### config.mk
export PLATFORM = sky130hd
export DESIGN_NAME = float_format_converter_top
export DESIGN_NICKNAME = d
export VERILOG_FILES = /design/src/rtl/ffc_pkg.sv /design/src/rtl/ffc_core.sv /design/src/rtl/float_format_converter_top.sv
export VERILOG_INCLUDE_DIRS = /design/src /design/src/rtl
export SDC_FILE = /design/constraint.sdc
export NUM_CORES = 1
export LEC_CHECK = 0
export ABC_AREA = 1
export BUFFER_PORTS_ARGS = -buffer_cell sky130_fd_sc_hd__buf_2
export CAP_MARGIN = 10
export CORE_AREA = 3 3 118 120
export DETAILED_ROUTE_END_ITERATION = 10
export DIE_AREA = 0 0 121 123
export PLACE_DENSITY = 0.95
export SYNTH_ARGS = -nofsm -noshare
export SYNTH_HDL_FRONTEND = slang
export SYNTH_SLANG_ARGS = --single-unit
### constraint.sdc
create_clock -name clk -period 8.7 [get_ports clk]
set_input_delay 1.74 -clock clk [delete_from_list [all_inputs] [get_ports clk]]
set_output_delay 1.74 -clock clk [all_outputs]
set_load 0.03 [all_outputs]
### src/rtl/assert_macros.svh
// assertion macros for the rtl, included by float_format_converter_top
// no dependencies
`ifndef ASSERT_MACROS_SVH
`define ASSERT_MACROS_SVH

// property checked on every rising clock edge outside reset
`define ASSERT_CLK(label, clk, rst_n, prop, msg) \
    label: assert property (@(posedge clk) disable iff (!rst_n) (prop)) else $error(msg);

// implication checked on every rising clock edge outside reset
`define ASSERT_IMP(label, clk, rst_n, ante, cons, msg) \
    label: assert property (@(posedge clk) disable iff (!rst_n) (ante) |=> (cons)) \
        else $error(msg);

`endif

### src/rtl/ffc_pkg.sv
// shared types, constants and conversion functions for the format converter
// no dependencies
`default_nettype none

package ffc_pkg;

    localparam int CmdWidth  = 2;
    localparam int DataWidth = 32;

    typedef enum logic [CmdWidth-1:0] {
        CMD_F32_TO_F16  = 2'd0,
        CMD_F16_TO_F32  = 2'd1,
        CMD_F32_TO_BF16 = 2'd2,
        CMD_BF16_TO_F32 = 2'd3
    } cmd_t;

    // binary32 to binary16, round to nearest even
    function automatic logic [15:0] to_half(input logic [31:0] bits);
        logic        sign;
        logic [7:0]  expo;
        logic [22:0] frac;
        logic [23:0] sig;
        logic [4:0]  sh;
        logic [23:0] q;
        logic [23:0] rem;
        logic [23:0] half;
        logic [23:0] mask;
        logic [10:0] m;
        logic [12:0] lrem;
        logic [15:0] res;
        sign = bits[31];
        expo = bits[30:23];
        frac = bits[22:0];
        sig  = {1'b1, frac};
        sh   = 5'd0;
        q    = '0;
        rem  = '0;
        half = '0;
        mask = '0;
        m    = '0;
        lrem = '0;
        if (expo == 8'hff) begin
            res = {sign, 5'h1f, (frac != 23'd0), 9'd0};
        end else if (expo >= 8'd143) begin
            res = {sign, 15'h7c00};
        end else if (expo <= 8'd112) begin
            if (expo < 8'd102) begin
                res = {sign, 15'd0};
            end else begin
                // shift of 14..24 for half subnormals
                sh   = 5'(8'd126 - expo);
                q    = sig >> sh;
                mask = (24'd1 << sh) - 24'd1;
                rem  = sig & mask;
                half = 24'd1 << (sh - 5'd1);
                if (rem > half || (rem == half && q[0]))
                    q = q + 24'd1;
                res = {sign, q[14:0]};
            end
        end else begin
            m    = {1'b0, frac[22:13]};
            lrem = frac[12:0];
            if (lrem > 13'h1000 || (lrem == 13'h1000 && m[0]))
                m = m + 11'd1;
            // mantissa carry rolls into the exponent, may reach infinity
            res = {sign, 15'({5'(expo - 8'd112), 10'd0} + {4'd0, m})};
        end
        return res;
    endfunction

    // binary16 to binary32, normalising subnormals
    function automatic logic [31:0] from_half(input logic [15:0] h);
        logic       sign;
        logic [4:0] expo;
        logic [9:0] m;
        logic [3:0] lz;
        logic [9:0] ms;
        logic [31:0] res;
        sign = h[15];
        expo = h[14:10];
        m    = h[9:0];
        lz   = 4'd0;
        for (int i = 9; i >= 0; i--) begin
            if (m[i] && lz == 4'd0 && (m >> i) == 10'd1)
                lz = 4'(10 - i);
        end
        ms = 10'(m << lz);
        if (expo == 5'd0) begin
            if (m == 10'd0)
                res = {sign, 31'd0};
            else
                res = {sign, 8'(8'd113 - {4'd0, lz}), ms, 13'd0};
        end else if (expo == 5'h1f) begin
            res = {sign, 8'hff, m, 13'd0};
        end else begin
            res = {sign, 8'({3'd0, expo} + 8'd112), m, 13'd0};
        end
        return res;
    endfunction

    // binary32 to bfloat16, bias wraps at 32 bits
    function automatic logic [15:0] to_bf16(input logic [31:0] bits);
        logic [31:0] sum;
        sum = bits + 32'h7fff + {31'd0, bits[16]};
        return sum[31:16];
    endfunction

endpackage

`default_nettype wire

### src/rtl/ffc_core.sv
// combinational conversion datapath selected by command
// depends on ffc_pkg
`default_nettype none

module ffc_core (
    input  wire ffc_pkg::cmd_t   cmd,
    input  wire logic [31:0]     operand_bits,
    output logic [31:0]          result_bits
);

    always_comb
    begin
        unique case (cmd)
            ffc_pkg::CMD_F32_TO_F16:  result_bits = {16'd0, ffc_pkg::to_half(operand_bits)};
            ffc_pkg::CMD_F16_TO_F32:  result_bits = ffc_pkg::from_half(operand_bits[15:0]);
            ffc_pkg::CMD_F32_TO_BF16: result_bits = {16'd0, ffc_pkg::to_bf16(operand_bits)};
            ffc_pkg::CMD_BF16_TO_F32: result_bits = {operand_bits[15:0], 16'd0};
            default:                  result_bits = '0;
        endcase
    end

endmodule

`default_nettype wire

### src/rtl/float_format_converter_top.sv
// float format converter: binary32 / binary16 / bfloat16 conversions
// input register, ffc_core datapath, result register with skid stage
// depends on ffc_pkg, ffc_core, assert_macros.svh
//
// usage:
//   input channel  in_valid/in_ready carries cmd and operand_bits
//   output channel out_valid/out_ready carries result_bits
//   one result per transfer, in order
//   items pass the input register, then the result register (via the
//   skid entry under a stall); no item is lost across a stall
//   throughput: one item per cycle while out_ready stays high, set by
//   the single-pass datapath between the input and result registers
//   in_ready is low only while the skid entry is full: a stall on
//   out_ready fills one skid entry, then in_ready drops until the
//   receiver takes a result; reset clears all valid flags
`default_nettype none
`include "assert_macros.svh"

module float_format_converter_top (
    input  wire logic        clk,
    input  wire logic        rst_n,
    input  wire logic        in_valid,
    output logic             in_ready,
    input  wire logic [1:0]  cmd,
    input  wire logic [31:0] operand_bits,
    output logic             out_valid,
    input  wire logic        out_ready,
    output logic [31:0]      result_bits
);

    logic                 s1_valid_reg;
    ffc_pkg::cmd_t        s1_cmd_reg;
    logic [31:0]          s1_op_reg;
    logic [31:0]          conv;
    logic                 out_valid_reg;
    logic [31:0]          out_data_reg;
    logic                 skid_valid_reg;
    logic [31:0]          skid_data_reg;
    logic                 s1_adv;

    ffc_core u_core (
        .cmd          (s1_cmd_reg),
        .operand_bits (s1_op_reg),
        .result_bits  (conv)
    );

    assign in_ready    = !skid_valid_reg;
    assign out_valid   = out_valid_reg;
    assign result_bits = out_data_reg;
    // stage 1 result goes to output or skid whenever skid is empty
    assign s1_adv = s1_valid_reg && !skid_valid_reg;

    always_ff @(posedge clk or negedge rst_n)
    begin
        if (!rst_n)
            s1_valid_reg <= 1'b0;
        else if (in_ready)
            s1_valid_reg <= in_valid;
    end

    always_ff @(posedge clk)
    begin
        if (in_ready && in_valid)
        begin
            s1_cmd_reg <= ffc_pkg::cmd_t'(cmd);
            s1_op_reg  <= operand_bits;
        end
    end

    always_ff @(posedge clk or negedge rst_n)
    begin
        if (!rst_n)
        begin
            out_valid_reg  <= 1'b0;
            skid_valid_reg <= 1'b0;
        end
        else
        begin
            if (!out_valid_reg || out_ready)
            begin
                out_valid_reg  <= skid_valid_reg || s1_adv;
                skid_valid_reg <= 1'b0;
            end
            else if (s1_adv)
                skid_valid_reg <= 1'b1;
        end
    end

    always_ff @(posedge clk)
    begin
        if (!out_valid_reg || out_ready)
        begin
            if (skid_valid_reg)
                out_data_reg <= skid_data_reg;
            else if (s1_adv)
                out_data_reg <= conv;
        end
        else if (s1_adv)
            skid_data_reg <= conv;
    end

    `ASSERT_CLK(a_skid_needs_out, clk, rst_n, !skid_valid_reg || out_valid_reg, "skid full with empty output")
    `ASSERT_IMP(a_stall_holds, clk, rst_n, out_valid && !out_ready, out_valid, "result dropped under stall")
    `ASSERT_IMP(a_skid_blocks, clk, rst_n, skid_valid_reg && !out_ready, !in_ready, "input taken with full skid")

endmodule

`default_nettype wire

==> impl_metrics.env <==
export IMPL_place_congestion=1.03
export IMPL_timing_rr_start="s1_op_reg[23]"
export IMPL_rrSetupSlack_ns=3.11
export IMPL_synth_edf_count=98
export IMPL_wl_met1_microns=9890
export IMPL_diodes=0
export IMPL_hold_ws_ns=0.520
export IMPL_min_to="result_bits[7]"
export IMPL_hold_start="skid_data_reg[7]"
export IMPL_drc_errors=0
export IMPL_peakVddDrop_v=0.000113
export IMPL_synth_most_common_cell="nand2_1"
export IMPL_ys_types=49
export IMPL_dp_worst_setup_slack_ns=3.28
export IMPL_worstPathRequired_ns=8.81
export IMPL_post_route_min_period_ns=5.59
export IMPL_wl_met3_microns=2880
export IMPL_wl_per_cell_microns=17.6
export IMPL_die_x_microns=121
export IMPL_std_cell_rows=42
export IMPL_drive_above_1_share=0.116
export IMPL_tns_ns=0
export IMPL_slowest_stage="ha_1"
export IMPL_finalWorstSetupSlack_ns=3.11
export IMPL_grt_max_degree=37
export IMPL_cts_tree="yes"
export IMPL_cts_root_buf="clkbuf_16"
export IMPL_skew_ns=0.0134
export IMPL_globalRouteOverflowTotal=0
export IMPL_cts_sinks=101
export IMPL_dpl_hpwl_microns=19100
export IMPL_cts_path_max_buffers=2
export IMPL_yosys_top_cells_area="edfxtp_1 (34%), nand2_1 (16%), nand3_1 (8.6%)"
export IMPL_hold_violations=0
export IMPL_setup_viol=0
export IMPL_hold_depth=2
export IMPL_post_route_period_util=0.643
export IMPL_hold_class="flop to flop"
export IMPL_yosysSeqAreaShare=0.353
export IMPL_syn_nets=1301
export IMPL_yosys_warnings=0
export IMPL_p_leak_nw=4.17
export IMPL_clock_fmax_mhz=179
export IMPL_fillers=1092
export IMPL_ios=72
export IMPL_startpoint_type="flop"
export IMPL_grt_pass1_wl_microns=40600
export IMPL_die_area_sq_um=14900
export IMPL_critPathBufInv=5
export IMPL_cp_end_kind="flop"
export IMPL_path_max_fanout=33
export IMPL_ant_nets=0
export IMPL_cts_buffers=9
export IMPL_tightest_slew_ns=1.14
export IMPL_syn_area_per_cell_sq_um=6.98
export IMPL_synth_flop_cell="edfxtp_1"
export IMPL_ys_top_cells_by_count="nand2_1 (372), nand3_1 (147), nor2_1 (133), inv_1 (109), edfxtp_1 (98)"
export IMPL_synth_top_area_frac=0.344
export IMPL_nNetsFinal=1348
export IMPL_cts_hold_buf=0
export IMPL_arrival_ns=5.70
export IMPL_antenna_found_initial=0
export IMPL_fp_dieH_microns=123
export IMPL_cts_resized=0
export IMPL_port_buffers=71
export IMPL_ys_seq_elements=101
export IMPL_wl_met2_microns=11400
export IMPL_rsz0062_at_grt="no"
export IMPL_syn_inst=1224
export IMPL_core_sq_um=13100
export IMPL_post_drt_via_cell_ratio=6.15
export IMPL_dr_pass1_iters=8
export IMPL_drt_iter0_drc=1271
export IMPL_cap_violations=0
export IMPL_rr_worst_depth=37
export IMPL_crit_family="simple AND/OR/NAND/NOR gates"
export IMPL_run_status="finished, final reports clean"
export IMPL_cp_common_cell="nand2_1"
export IMPL_async_reset_ff_frac=0.0297
export IMPL_syn_to_final_growth_pct=8.39
export IMPL_slew_viol_final=0
export IMPL_p_per_area_nw_per_um2=193
export IMPL_wl_microns=25600
export IMPL_yosys_area_top_type="edfxtp_1"
export IMPL_slew_headroom=0.242
export IMPL_start_util=0.653
export IMPL_post_cts_buffers=0
export IMPL_utilization=0.708
export IMPL_grt_usage=0.348
export IMPL_rr_endpoint="result_bits[8]"
export IMPL_synth_cell_area_sq_um=8540
export IMPL_clk_latency_ns=0.36
export IMPL_critPathMaxStageDelay_ns=0.40
export IMPL_htreeDepth=3
export IMPL_topRoutingLayerUsed="met4"
export IMPL_power_w=0.00179
export IMPL_critPathKind="flop to flop"
export IMPL_clk_pin_slew_ns=0.08
export IMPL_grt_pass1_vias=7991
export IMPL_vias=8936
-- worst register-to-register path, delay by kind of cell, from the launching register on --
| kind | cells | cell delay, ns |
|---|---|---|
| flip-flops | 1 | 0.34 |
| AND/OR/NAND/NOR | 27 | 3.30 |
| adder cells (fa/ha/maj) | 3 | 0.87 |
| AO/OA/AOI/OAI | 2 | 0.19 |
| buffers and inverters | 5 | 0.66 |
-- how the worst max path moves through the flow --
stage,cells past startpoint,slack (ns),startpoint,to
after detailed placement,38,3.28,s1_op_reg[23],result_bits[9]
after global placement,38,3.53,s1_op_reg[23],result_bits[9]
after global routing,37,2.64,s1_op_reg[23],result_bits[8]
after CTS,38,3.24,s1_op_reg[23],result_bits[9]
final,37,3.11,s1_op_reg[23],result_bits[8]
after floorplan,35,4.17,s1_op_reg[24],result_bits[9]
-- metal layers --
layer  up-vias  global-route usage
met4         0               0.178
met1      4018               0.455
li1       4201                   -
met3       108              0.0622
met2       609               0.557
met5         -                   0
-- placed cells by master, fill, tap and decap left out, types with 7 or more instances in the layout --
cell and instances:
nand2_1 372, nand3_1 147, nor2_1 130, inv_1 109, edfxtp_1 98, o21ai_0 74
buf_2 71, a21oi_1 46, ha_1 39, nand4_1 20, xor2_1 12, nor3_1 12
a31oi_1 12, inv_2 10, nor2_2 10, nand3_2 9, clkbuf_16 9, o21ai_1 8
o31ai_1 7
-- layout make-up --
type	instances	area (sq um)	area share
well taps	176	220	0.0238
clock buffers	10	229	0.0247
repair buffers	77	400	0.0432
flip-flops and latches	101	3020	0.326
inverters	127	482	0.0520
clock inverters	6	82.6	0.00892
multi-input cells	955	4830	0.521
-- stage by stage --
step | area [sq um] | instances
after floorplan | 8540 | 1224
after global placement | 8950 | 1436
after detailed placement | 8950 | 1436
after CTS | 9260 | 1452
after global routing | 9260 | 1452
final | 9260 | 1452
-- cells by family (layout without fill, tap and decap cells) --
kind of cell    after synthesis  after routing  synth area share
compound gates              171            171             0.111
xor+xnor                     17             17            0.0192
fa+ha+maj                    39             39            0.0571
buf+inv                     168            220            0.0830
flops                       101            101             0.353
simple gates                728            728             0.377
-- where the power goes --
group | switching [W] | internal, W
clock network | 0.000191 | 0.000229
registers | 0.0000530 | 0.000616
logic | 0.000498 | 0.000205
total | 0.000742 | 0.00105
(Power assumes the default switching activity.)
